`config.mk`:
```
export PLATFORM = sky130hd
export DESIGN_NAME = sccp_output
export DESIGN_NICKNAME = d
export VERILOG_FILES = /design/src/rtl/core/sccp_pkg.sv /design/src/rtl/core/sccp_output.sv
export SDC_FILE = /design/constraint.sdc
export NUM_CORES = 2
export LEC_CHECK = 0
export BUFFER_PORTS_ARGS = -buffer_cell sky130_fd_sc_hd__buf_2
export CAP_MARGIN = 20
export CORE_MARGIN = 5
export CORE_UTILIZATION = 55
export DETAILED_ROUTE_END_ITERATION = 12
export PLACE_DENSITY = 0.71
export SLEW_MARGIN = 20
export SYNTH_ARGS = -nofsm -noshare
export SYNTH_HDL_FRONTEND = slang
export SYNTH_SLANG_ARGS = --single-unit
```
`constraint.sdc`:
```
create_clock -name clk -period 8.5 [get_ports clk]
set_clock_uncertainty 0.2 [all_clocks]
set_input_delay 2.55 -clock clk [delete_from_list [all_inputs] [get_ports clk]]
set_output_delay 2.55 -clock clk [all_outputs]
set_load 0.01 [all_outputs]
```
`src/rtl/core/sccp_pkg.sv`:
```
package sccp_pkg;

    // Horner accumulator: holds every coefficient and every partial sum
    localparam int ACC_W   = 35;
    localparam int Y30_W   = 32;
    localparam int Y2_W    = 30;
    localparam int NUM_STEPS = 5;

    typedef logic signed [ACC_W-1:0] acc_t;

    // Coefficients in Q.32, top term first
    localparam acc_t SIN_COEF [0:NUM_STEPS] = '{
        -35'sd103, 35'sd11822, -35'sd852159, 35'sd35791384,
        -35'sd715827897, 35'sd4294967296
    };
    localparam acc_t COS_COEF [0:NUM_STEPS] = '{
        -35'sd1119, 35'sd106346, -35'sd5965013, 35'sd178956848,
        -35'sd2147483648, 35'sd4294967296
    };

    // Payload carried down the polynomial stages
    typedef struct packed {
        logic signed [Y30_W-1:0] y30;   // reduced angle, Q.30
        logic [Y2_W-1:0]         y2;    // square of reduced angle, Q.28
        logic                    flip;  // negate cosine
        acc_t                    sacc;  // sine accumulator
        acc_t                    cacc;  // cosine accumulator
    } sccp_beat_t;

endpackage

```
`src/rtl/core/sccp_output.sv`:
```
module sccp_output
    import sccp_pkg::*;
(
    input  logic        clk,
    input  logic        rst_n,
    input  logic        en,
    input  logic        in_valid,
    input  sccp_beat_t  in_beat,
    output logic        out_valid,
    output logic [63:0] out_data
);

    localparam logic signed [34:0] ONE_S = 35'sd1073741824;
    localparam logic signed [33:0] ONE_C = 34'sd1073741824;

    logic [1:0]         v_reg, v_next;
    logic signed [66:0] sprod_reg, sprod_next;
    logic [34:0]        crnd;
    logic signed [32:0] cval;
    logic signed [33:0] cneg_reg, cneg_next;
    logic [66:0]        srnd;
    logic signed [34:0] sval;
    logic signed [31:0] sine_next, cosine_next;
    logic [63:0]        data_reg;

    assign v_next = {v_reg[0], in_valid};

    always_ff @(posedge clk or negedge rst_n)
    begin
        if (!rst_n)
        begin
            v_reg <= '0;
        end
        else if (en)
        begin
            v_reg <= v_next;
        end
    end

    // Sine: scale by the angle; cosine: drop to Q.30 and apply the fold sign
    assign sprod_next = in_beat.sacc * in_beat.y30;
    assign crnd       = in_beat.cacc + 35'd2 - {34'd0, in_beat.cacc[34]};
    assign cval       = $signed(crnd[34:2]);
    assign cneg_next  = in_beat.flip ? -34'(cval) : 34'(cval);

    // Round the sine product, then saturate both to plus or minus one
    assign srnd = sprod_reg + 67'h8000_0000 - {66'd0, sprod_reg[66]};
    assign sval = $signed(srnd[66:32]);

    always_comb
    begin
        if (sval > ONE_S)
        begin
            sine_next = 32'(ONE_S);
        end
        else if (sval < -ONE_S)
        begin
            sine_next = 32'(-ONE_S);
        end
        else
        begin
            sine_next = sval[31:0];
        end

        if (cneg_reg > ONE_C)
        begin
            cosine_next = 32'(ONE_C);
        end
        else if (cneg_reg < -ONE_C)
        begin
            cosine_next = 32'(-ONE_C);
        end
        else
        begin
            cosine_next = cneg_reg[31:0];
        end
    end

    always_ff @(posedge clk)
    begin
        if (en)
        begin
            sprod_reg <= sprod_next;
            cneg_reg  <= cneg_next;
            data_reg  <= {cosine_next, sine_next};
        end
    end

    assign out_valid = v_reg[1];
    assign out_data  = data_reg;

endmodule

```
After elaboration in Yosys (flattened, before gate mapping)
Cells that the tools add are included.
W data, S select, Z words.
- register bits after elaboration: 167
- output and inout port bits: 65
- add/sub/neg operators: 5
- multipliers: 1
- magnitude comparators: 4
- muxes and demuxes: 3
- reduce and logical (&&, ||, !) cells: 2
- operators by type and width (cell ; number):
    $add A67 B32 Y67 const B ; 1
    $mul A35 B32 Y67 ; 1
    $sub A67 B1 Y67 ; 1
    $mux W32 ; 2
    $add A35 B2 Y35 const B ; 1
    $gt A35 B32 Y1 const B ; 1
    $lt A35 B31 Y1 const B ; 1
    $sub A35 B1 Y35 ; 1
    $gt A34 B32 Y1 const B ; 1
    $lt A34 B31 Y1 const B ; 1
    $mux W34 ; 1
    $neg A33 Y34 ; 1
    $reduce_or A2 Y1 ; 2

Depth between registers and ports, before layout
- depth in word-level cells: 4
- mapped depth: 31
- mapped depth without buffers: 28

Worst setup path before layout
Ideal clock, no wire load.
- kind: input to register
- from: input in_beat[103] (netlist bit)
- to: register sprod_reg[66], data pin
- setup time: 261 ps
- data arrival time: 9607 ps
- data required time: 8039 ps
- slack: -1568 ps
- cell stages on the path: 24
- buffers on the path: 3
- path through: clkbuf_1 -> clkbuf_1 -> nand2_1 -> fa_1 -> fa_1 -> fa_1 -> fa_1 -> inv_1 -> fa_1 -> fa_1 -> fa_1 -> fa_1 -> ha_1 -> clkbuf_1 -> and3_1 -> nand4_1 -> a211oi_1 -> o21ai_0 -> a2111oi_0 -> o2111ai_1 -> a21oi_1 -> o21ai_0 -> a41oi_1 -> xnor2_1
- word-level cells in the longest chain between the ends: 1
- ends and longest elaborated chain (item ; RTL line ; text):
    from (decl) ; sccp_output.sv:8 ; input sccp_beat_t in_beat,
    $mul A35 B32 Y67 ; sccp_output.sv:41 ; assign sprod_next = in_beat.sacc * in_beat.y30;
    via sprod_next[66] ; sccp_output.sv:17 ; logic signed [66:0] sprod_reg, sprod_next;
    to (signal assigned) ; sccp_output.sv:83 ; sprod_reg <= sprod_next;
    to (decl) ; sccp_output.sv:17 ;
The timed path passes the listed nets, and every way through them passes these cells.
A chain may end at the register's enable or synchronous reset.

Worst setup path after layout
- from: input in_beat[60] (netlist bit)
- to: register sprod_reg[63], data pin
Same word-level chain as after synthesis.

==> results.sh <==
export IMPL_synth_async_sr_flop_share=0.0120
export IMPL_yosys_warnings=0
export IMPL_critical_path_max_stage_delay_ps=600
export IMPL_grt_pass1_vias=43800
export IMPL_synth_xor_area_share=0.0264
export IMPL_yosysMostFrequentCell="fa_1"
export IMPL_std_cell_rows=112
export IMPL_synth_compound_area_frac=0.0760
export IMPL_avgSynthCellArea_um2=9.34
export IMPL_dp_hpwl_mm=113
export IMPL_crit_type="primary input to flop"
export IMPL_numClockSinks=167
export IMPL_via_count=39400
export IMPL_cap_violations=0
export IMPL_root_buffer="clkbuf_16"
export IMPL_wirelength_mm=134
export IMPL_syn2layout_area_growth_pct=18.1
export IMPL_worst_slew_pin_slew_ps=1000
export IMPL_htreeDepth=4
export IMPL_setup_slack_ps=-1200
export IMPL_syn_area_mm2=0.0514
export IMPL_die_area_mm2=0.0997
export IMPL_viasPerCell=5.42
export IMPL_synth_ff_type="edfxtp_1"
export IMPL_gp_congestion=0.951
export IMPL_yosysTopAreaCell="fa_1"
export IMPL_wl_per_cell_um=18.5
export IMPL_crit_fanout=7
export IMPL_synthTopCellsByCount="1,172 x fa_1, 1,161 x inv_1, 669 x nand2_1"
export IMPL_grtUsageMet1=0.337
export IMPL_die_x_um=316
export IMPL_synth_mux_area_fraction=0.00219
export IMPL_antenna_left=0
export IMPL_fin_crit_sh=1.14
export IMPL_place_inst=7143
export IMPL_drive_gt1_frac=0.189
export IMPL_cts_hold_buf=0
export IMPL_finalMaxSlewViolations=0
export IMPL_max_slew_margin_rel=0.330
export IMPL_fin_crit_ps=9700
export IMPL_use_met3=0.0418
export IMPL_setup_viol=49
export IMPL_numPortBuffers=171
export IMPL_layout_cells_non_filler=7264
export IMPL_nets=7594
export IMPL_synthDistinctLibCells=84
export IMPL_arrival_ps=9690
export IMPL_use_met2=0.505
export IMPL_cp_num_buf_inv=7
export IMPL_cts_buffers=17
export IMPL_synth_top_cell_area_share=0.456
export IMPL_seq_area_frac_synth=0.0973
export IMPL_clock_fmax_mhz=103
export IMPL_cpMostUsedCell="fa_1"
export IMPL_core_mm2=0.0930
export IMPL_final_hold_violation_count=0
export IMPL_drcViolationCount=0
export IMPL_cts_clk_slew_worst_paths_ps=80
export IMPL_rsz0062_at_grt="yes"
export IMPL_synth_cells=5506
export IMPL_syn_num_nets=7105
export IMPL_antenna_found_initial=3
export IMPL_dieHeight_um=316
export IMPL_grt_max_degree=86
export IMPL_cts_tree="yes"
export IMPL_cp_required_ps=8490
export IMPL_synthSimpleGateAreaFrac=0.167
export IMPL_synthAdderAreaFrac=0.527
export IMPL_drtIter0Drc=2120
export IMPL_worstSetupEndpointType="flop"
export IMPL_grt_busiest_layer="met2"
export IMPL_cp_slowest_cell="fa_2"
export IMPL_synth_edff_count=165
export IMPL_grt_total_usage=0.279
export IMPL_ys_seq_elements=167
export IMPL_violations="setup timing"
export IMPL_drt_first_pass_iters=6
export IMPL_ios=202
export IMPL_crit_family="adder cells"
export IMPL_status="finished with violations"
export IMPL_initial_core_util=0.553
export IMPL_grt_pass1_wl_mm=222
export IMPL_pre_cts_ws_ps=-1920
export IMPL_synthTopCellsByArea="fa_1 46%, edfxtp_1 9.6%, inv_1 8.5%"
export IMPL_hp_class="flop to flop"
export IMPL_clock_path_buffers=2
export IMPL_largest_register_ffs=67
export IMPL_clk_latency_ps=440
export IMPL_synth_top_family_by_area="adder cells"
export IMPL_grt_overflow=0
export IMPL_start_kind="primary input"
final cells by class:
class | count | area (um2)
repair buffers | 735 | 6520
diodes | 2 | 5.00
clock buffers | 17 | 425
flip-flops and latches | 167 | 5000
fillers | 7388 | 32300
inverters | 1161 | 4360
clock inverters | 15 | 209
well taps | 1254 | 1570
multi-input cells | 3913 | 42600
metrics by stage:
step                instance area (um2)  utilization  hold WS, ps  TNS (ps)
finish                            60700        0.653          309    -35250
global route                      60700        0.653          337    -42250
CTS                               59800        0.643          313    -33330
detailed placement                57200        0.615          294    -68760
global placement                  57200        0.615          284    -65400
floorplan                         52400            -          275    -22810
logic make-up after synthesis:
family / count (synthesis)
adder cells (fa/ha/maj): 1462
multiplexers: 11
flip-flops: 167
AND/OR/NAND/NOR: 1697
buffers and inverters: 1426
AO/OA/AOI/OAI: 590
XOR/XNOR: 153
worst reg2reg max path, stage by stage (launching register included):
cell and delay, ps:
edfxtp_1 400, ha_1 380, a21o_1 190, o21bai_1 180
a2111oi_1 630, nand3_1 170, a211oi_1 720, o31ai_1 260
a211oi_1 490, o221ai_1 190, a2111oi_0 370, nand4_1 660
a21boi_0 500
placed cells by master (no fill, tap or decap), drive strengths merged, types with 50 or more instances in the layout:
cell type     n
fa         1172
inv        1167
buf         728
nand2       669
and2        581
ha          290
edfxtp      165
a21oi       163
nor2        151
o21ai       113
xnor2       103
a21o         75
nor2b        54
xor2         50
routing by layer:
metal  part of all wire  vias up
li1                   -    17800
met1               0.38    20200
met2               0.53     1077
met3              0.049      331
met4              0.045        0
met5                  0        -
path summary, 6_finish.rpt:
check	startpoint	end	slack, ps	depth (start not counted)
max	in_beat[60]	sprod_reg[63]	-1200	28
min	v_reg[1]	v_reg[1]	310	1
max reg2reg	sprod_reg[27]	out_data[28]	2960	12
min reg2reg	v_reg[1]	v_reg[1]	310	1
max in group asynchronous	rst_n	v_reg[0]	6330	1
min in group asynchronous	rst_n	v_reg[1]	1680	1
repair_timing:
action	in CTS	in global routing
setup buffers	53	37
gates resized for setup	370	172
pin swaps	238	127
cloned	9	2
endpoints found under the setup margin	52	51
Power is not shown: default switching activity piles up to over one toggle a cycle in this logic, so the estimate is an artifact.
