**src/rtl/core/sccp_pkg.sv**
```systemverilog
package sccp_pkg;

    // Horner accumulator: holds every coefficient and every partial sum
    localparam int ACC_W   = 35;
    localparam int Y30_W   = 32;
    localparam int Y2_W    = 30;
    localparam int NUM_STEPS = 5;

    typedef logic signed [ACC_W-1:0] acc_t;

    // Coefficients in Q.32, top term first
    localparam acc_t SIN_COEF [0:NUM_STEPS] = '{
        -35'sd103, 35'sd11822, -35'sd852159, 35'sd35791384,
        -35'sd715827897, 35'sd4294967296
    };
    localparam acc_t COS_COEF [0:NUM_STEPS] = '{
        -35'sd1119, 35'sd106346, -35'sd5965013, 35'sd178956848,
        -35'sd2147483648, 35'sd4294967296
    };

    // Payload carried down the polynomial stages
    typedef struct packed {
        logic signed [Y30_W-1:0] y30;   // reduced angle, Q.30
        logic [Y2_W-1:0]         y2;    // square of reduced angle, Q.28
        logic                    flip;  // negate cosine
        acc_t                    sacc;  // sine accumulator
        acc_t                    cacc;  // cosine accumulator
    } sccp_beat_t;

endpackage

```
**src/rtl/core/sccp_reduce.sv**
```systemverilog
module sccp_reduce
    import sccp_pkg::*;
(
    input  logic               clk,
    input  logic               rst_n,
    input  logic               en,
    input  logic               in_valid,
    input  logic signed [31:0] in_angle,
    output logic               out_valid,
    output sccp_beat_t         out_beat
);

    localparam int DEPTH = 9;
    localparam logic [29:0]        INV2PI_Q32 = 30'h28BE60DC;
    localparam logic signed [57:0] TWOPI_Q48  = 58'sh6487ED5110B46;
    localparam logic signed [57:0] PI_Q48     = 58'sh3243F6A8885A3;
    localparam logic signed [57:0] HALFPI_Q48 = 58'sh1921FB54442D2;

    logic [DEPTH-1:0] v_reg, v_next;

    logic signed [31:0] a1_reg, a2_reg, a3_reg, a4_reg;
    logic [31:0]        mag1_reg, mag_next;
    logic [61:0]        prod2_reg, prod_next;
    logic               neg2_reg;
    logic [61:0]        ksum;
    logic [5:0]         kmag;
    logic signed [5:0]  k3_reg, k_next;
    logic signed [57:0] kt4_reg, kt_next;
    logic signed [57:0] y5_reg, y48_next;
    logic signed [57:0] y6_reg, fold_next;
    logic               flip6_reg, flip_next;
    logic [57:0]        rnd30;
    logic signed [31:0] y30_7_reg, y30_8_reg, y30_9_reg, y30_next;
    logic               flip7_reg, flip8_reg, flip9_reg;
    logic signed [63:0] sq8_reg, sq_next;
    logic [63:0]        rnd2;
    logic [29:0]        y2_9_reg, y2_next;

    // Advance valid bits with the data
    assign v_next = {v_reg[DEPTH-2:0], in_valid};

    always_ff @(posedge clk or negedge rst_n)
    begin
        if (!rst_n)
        begin
            v_reg <= '0;
        end
        else if (en)
        begin
            v_reg <= v_next;
        end
    end

    // Magnitude of the angle
    assign mag_next = in_angle[31] ? 32'(-in_angle) : 32'(in_angle);

    // Quotient estimate: |angle| / 2pi, then round half away from zero
    assign prod_next = {30'd0, mag1_reg} * {32'd0, INV2PI_Q32};
    assign ksum      = prod2_reg + (62'd1 << 55);
    assign kmag      = ksum[61:56];
    assign k_next    = neg2_reg ? (6'd0 - kmag) : kmag;

    // Subtract k whole turns
    assign kt_next  = 58'(k3_reg) * TWOPI_Q48;
    assign y48_next = $signed({{2{a4_reg[31]}}, a4_reg, 24'd0}) - kt4_reg;

    // Fold into [-pi/2, pi/2]
    always_comb
    begin
        fold_next = y5_reg;
        flip_next = 1'b0;
        if (y5_reg > HALFPI_Q48)
        begin
            fold_next = PI_Q48 - y5_reg;
            flip_next = 1'b1;
        end
        else if (y5_reg < -HALFPI_Q48)
        begin
            fold_next = -PI_Q48 - y5_reg;
            flip_next = 1'b1;
        end
    end

    // Round to Q.30, then square to Q.28
    assign rnd30    = y6_reg + 58'd131072 - {57'd0, y6_reg[57]};
    assign y30_next = rnd30[49:18];
    assign sq_next  = y30_7_reg * y30_7_reg;
    assign rnd2     = sq8_reg + 64'h8000_0000;
    assign y2_next  = rnd2[61:32];

    always_ff @(posedge clk)
    begin
        if (en)
        begin
            a1_reg    <= in_angle;
            mag1_reg  <= mag_next;
            a2_reg    <= a1_reg;
            neg2_reg  <= a1_reg[31];
            prod2_reg <= prod_next;
            a3_reg    <= a2_reg;
            k3_reg    <= k_next;
            a4_reg    <= a3_reg;
            kt4_reg   <= kt_next;
            y5_reg    <= y48_next;
            y6_reg    <= fold_next;
            flip6_reg <= flip_next;
            y30_7_reg <= y30_next;
            flip7_reg <= flip6_reg;
            sq8_reg   <= sq_next;
            y30_8_reg <= y30_7_reg;
            flip8_reg <= flip7_reg;
            y2_9_reg  <= y2_next;
            y30_9_reg <= y30_8_reg;
            flip9_reg <= flip8_reg;
        end
    end

    assign out_valid      = v_reg[DEPTH-1];
    assign out_beat.y30   = y30_9_reg;
    assign out_beat.y2    = y2_9_reg;
    assign out_beat.flip  = flip9_reg;
    assign out_beat.sacc  = SIN_COEF[0];
    assign out_beat.cacc  = COS_COEF[0];

endmodule

```
**config.mk**
```make
export PLATFORM = sky130hd
export DESIGN_NAME = sccp_reduce
export DESIGN_NICKNAME = d
export VERILOG_FILES = /design/src/rtl/core/sccp_pkg.sv /design/src/rtl/core/sccp_reduce.sv
export SDC_FILE = /design/constraint.sdc
export NUM_CORES = 2
export LEC_CHECK = 0
export BUFFER_PORTS_ARGS = -buffer_cell sky130_fd_sc_hd__buf_2
export CAP_MARGIN = 40
export CORE_MARGIN = 2
export CORE_UTILIZATION = 50
export CTS_BUF_LIST = sky130_fd_sc_hd__clkbuf_4
export DETAILED_ROUTE_END_ITERATION = 8
export PLACE_DENSITY = 0.68
export RECOVER_POWER = 25
export SLEW_MARGIN = 20
export SYNTH_ARGS = -nofsm -noshare
export SYNTH_HDL_FRONTEND = slang
export SYNTH_SLANG_ARGS = --single-unit
export TNS_END_PERCENT = 20
```
**constraint.sdc**
```tcl
create_clock -name clk -period 9 [get_ports clk]
set_input_delay 1.8 -clock clk [delete_from_list [all_inputs] [get_ports clk]]
set_output_delay 1.8 -clock clk [all_outputs]
set_load 0.05 [all_outputs]
```
## Word-level counts from Yosys, hierarchy flattened

Index checks and enable logic that the tools add are counted.

- Flip-flop bits (word level): 601
- Logic and storage cells: 41

- Add/subtract/negate cells: 9
- Multiply operators: 3
- $lt $le $gt $ge: 2
- Mux-type cells: 5

Operators with widths:

| cell | count |
|---|---|
| $mux 58 | 2 |
| $sub 51x58->58 const A | 2 |
| $add 62x32->62 const B | 1 |
| $add 62x56->62 const B | 1 |
| $mul 32x32->62 | 1 |
| $mul 32x28->60 const B | 1 |
| $gt 58x50->1 const B | 1 |
| $lt 58x50->1 const B | 1 |
| $sub 56x58->58 | 1 |
| $mul 6x51->57 const B | 1 |
| $add 50x18->50 const B | 1 |
| $sub 50x1->50 | 1 |
| $neg 32->32 | 1 |
| $mux 31 | 1 |
| $mux 6 | 1 |
| $sub 1x6->6 const A | 1 |
| $mux 1 | 1 |

## Depth between registers and ports, before layout

- Depth in word-level cells: 3
- Mapped depth: 30
- Mapped depth without buffers: 28

## Worst setup path before layout

OpenSTA, ideal clock, no wires.

- Path kind: register to register
- Start: register y30_7_reg[31]
- End: register sq8_reg[61], data pin
- Arrival: 8.052 ns
- Data required time: 8.738 ns
- Slack: 0.686 ns
- Cell stages (with the launch flop): 29
- Path buffers: 2
- Path through: edfxtp_1 > clkbuf_1 > clkbuf_1 > nand2_1 > inv_1 > fa_1 > fa_1 > fa_1 > inv_1 > fa_1 > inv_1 > fa_1 > fa_1 > inv_1 > fa_1 > inv_1 > fa_1 > ha_1 > a21o_1 > a21oi_1 > o21bai_1 > a21o_1 > a21o_1 > a21o_1 > a21oi_1 > o21ai_0 > a211o_1 > a21oi_1 > xor2_1

- Cells in the longest elaborated chain, start to end: 1

RTL lines:

| item | line | source |
|---|---|---|
| start, declared | sccp_reduce.sv:33 | `logic signed [31:0] y30_7_reg, y30_8_reg, y30_9_reg, y30_next;` |
| start signal, assigned | sccp_reduce.sv:107 | `y30_7_reg <= y30_next;` |
| $mul 32x32->62 | sccp_reduce.sv:87 | `assign sq_next = y30_7_reg * y30_7_reg;` |
| via sq_next[61] | sccp_reduce.sv:35 | `logic signed [63:0] sq8_reg, sq_next;` |
| end signal, assigned | sccp_reduce.sv:109 | `sq8_reg <= sq_next;` |
| end, declared | sccp_reduce.sv:35 |  |

The timed path passes the listed nets, and every way through them passes these cells.
A chain may end at the register's enable or synchronous reset.

## Worst setup path in the final report

- Start: register y30_7_reg[3]
- End: register sq8_reg[54], data pin

The elaborated chain is that of the path after synthesis.

==> metrics.md <==
| Metric | Value |
|---|---|
| Ys flop type | `edfxtp_1` |
| Post-route DRC | `0` |
| Fraction of layout cells with a size suffix above 1 | `6.07%` |
| Area leader, netlist | `fa_1` |
| Hold Crit Class | `reg2reg` |
| # IOs | `170` |
| Min cycle time layout | `8.72 ns` |
| Largest net degree at the start of global routing | `167` |
| Gr usage total | `23.4%` |
| Crit Path Category | `reg2reg` |
| CTS HTree Levels | `4` |
| CTS Buf Count | `142` |
| Worst Skew | `0.123 ns` |
| Max Used Layer | `met4` |
| Share of the synthesized area in the top cell type | `37.7%` |
| Final setup fails | `0` |
| Reg clk slew, reported paths | `0.07 ns` |
| Latest clock arrival within the worst-skew pair | `1.12 ns` |
| Sequential area share after synthesis | `20.7%` |
| Synth async-reset ratio | `1.78%` |
| Critical R2R Launch | `y30_7_reg[3]$_DFFE_PP_` |
| Clock sink total | `506` |
| 1st-pass router iterations | `6` |
| Crit path from | `y30_7_reg[3]$_DFFE_PP_` |
| Die span in x | `387 um` |
| Max stage delay on crit path | `0.55 ns` |
| Slowest CP cell | `fa_1` |
| Filler cells | `12900` |
| Routed met3 length | `9660 um` |
| Final HPWL DP | `139000 um` |
| FF/Latch Area | `15100 um^2` |
| Syn-to-layout area delta | `6.51%` |
| Vias in the first global route | `52300` |
| CP arrival | `9.53 ns` |
| Syn_area_per_cell | `10.7 um^2` |
| Die area | `149000 um^2` |
| EDFF count, synth | `497` |
| Routed vias | `47100` |
| Slew @ Worst Pin | `4.40 ns` |
| Layout net count | `9204` |
| Global-route wire length before repair | `275000 um` |
| Crit-path most repeated cell | `fa_1` |
| WP data required | `9.80 ns` |
| CTS Buffer Depth | `3` |
| Wirelength per Cell | `18.4 um` |
| Crit path max fanout | `28` |
| RSZ-0062 raised after global routing | `no` |
| Hold Startpoint | `a1_reg[13]$_DFFE_PP_` |
| Starting Density | `50.3%` |
| Antenna violations before repair | `4` |
| Final Slew Violations | `76` |
| ANT nets after route | `0` |
| Final clock period utilization by the worst path | `96.9%` |
| Multi-input gate area in the final layout | `50400 um^2` |
| MaxCap Viol Count | `1` |
| CTS tree | `done` |
| Starting DRT DRC Count | `2748` |
| Placeable Area | `145000 um^2` |
| Outcome | `finished with violations` |
| CP endpoint kind | `flip-flop` |
| WL met2 | `83700 um` |
| Vias per cell | `5.19` |
| Number of distinct library cells after synthesis | `93` |
| Routed WL | `167000 um` |
| Wl on met1 | `67600 um` |
| FMAX | `115 MHz` |
| Row count | `140` |
| Post-synth top cells | `inv_1 (1790), fa_1 (1379), ha_1 (748), edfxtp_1 (497), nand2_1 (437)` |
| Placer Congestion | `0.956` |
| Post-Syn Area | `73200 um^2` |
| Violated checks | `capacitance limit, slew limit` |
| Yosys warning count | `0` |
| Clock root cell | `clkbuf_4` |
| Flops & latches, synth | `506` |
| Top cells by area, synth | `fa_1 (38%), edfxtp_1 (20%), ha_1 (13%), inv_1 (9.2%), xnor2_1 (2.6%)` |
| GRT Residual Overflow | `0` |
| Die Ht | `387 um` |
| Kind of start point of the critical path | `flip-flop` |
| Most common cell in the netlist | `inv_1` |
| Hold Slack | `0.323 ns` |
| R2R cell count | `25` |
| Port Buffers | `99` |
| Normalized max-slew margin | `-193%` |
| Hold Fails Final Rpt | `0` |
| WHS Path Cells | `0` |
| Synth Instances | `6844` |
==> final cells by class <==
cell class / instances / area share (%)
Multi-Input combinational cell: 4388 / 64.7
Sequential cell: 506 / 19.4
Inverter: 1794 / 8.65
Tap cell: 1917 / 3.08
Clock buffer: 190 / 1.83
Timing Repair Buffer: 209 / 1.76
Clock inverter: 59 / 0.480
Antenna cell: 11 / 0.0353
==> cells in the final DEF, fill, tap and decap left out, types with 97 or more instances in the layout <==
cell,netlist,routed
fa_1,1379,1379
nor2_1,201,201
inv_1,1790,1790
clkbuf_4,0,190
a21oi_1,183,181
ha_1,748,748
edfxtp_1,497,497
and2_1,194,193
nand2_1,437,437
xnor2_1,221,221
a21o_1,118,118
xor2_1,97,97
o21ai_0,121,119
==> metrics by stage <==
| step | worst slack, ns | std cells | instance area, um^2 | TNS, ns | util [%] |
|---|---|---|---|---|---|
| after floorplan | 0.686 | 6912 | 73400 | 0 | - |
| after global placement | 0.0266 | 8792 | 75900 | 0 | 52.2 |
| after detailed placement | -0.136 | 8795 | 76000 | -0.151 | 52.3 |
| after CTS | 0.00109 | 9048 | 77800 | 0 | 53.5 |
| after global routing | 0.0320 | 9071 | 77900 | 0 | 53.6 |
| final | 0.275 | 9074 | 77900 | 0 | 53.6 |
==> per-layer routing <==
layer	GRT usage [%]	vias up
met5	0	-
met4	8.11	0
met3	3.76	330
met2	40.7	1385
met1	29.6	23800
li1	-	21700
==> worst paths after layout <==
kind	to	slack (ns)
worst max-delay path	sq8_reg[54]$_DFFE_PP_	0.28
worst min-delay path	a2_reg[13]$_DFFE_PP_	0.32
worst max register to register	sq8_reg[54]$_DFFE_PP_	0.28
worst min register to register	a2_reg[13]$_DFFE_PP_	0.32
max in group asynchronous	v_reg[8]$_DFFE_PN0P_	8.02
min in group asynchronous	v_reg[3]$_DFFE_PN0P_	0.66
==> cells by family after synthesis <==
family          after synthesis  share of synthesized area [%]
compound gates              686                           6.22
xor+xnor                    318                           3.81
fa+ha+maj                  2127                           50.5
buf+inv                    2018                           10.7
flops                       506                           20.7
mux                          13                          0.198
other cells                   2                         0.0103
simple gates               1174                           7.79
==> worst max-delay path: cells and delay by family (launching register included) <==
kind / cells / cell delay, ns
AO/OA/AOI/OAI: 8 / 2.30
XOR/XNOR: 1 / 0.08
adder cells (fa/ha/maj): 9 / 4.45
buffers and inverters: 4 / 0.58
flip-flops: 1 / 0.35
AND/OR/NAND/NOR: 3 / 0.64
==> timing repair <==
item                       CTS  global route
hold buffers                 0             0
setup endpoints to repair    3             8
gates cloned                 0             0
gates resized for setup      1             5
pin swaps                    0             0
buffers inserted             4            13
Power is not shown: default switching activity piles up to over one toggle a cycle in this logic, so the estimate is an artifact.
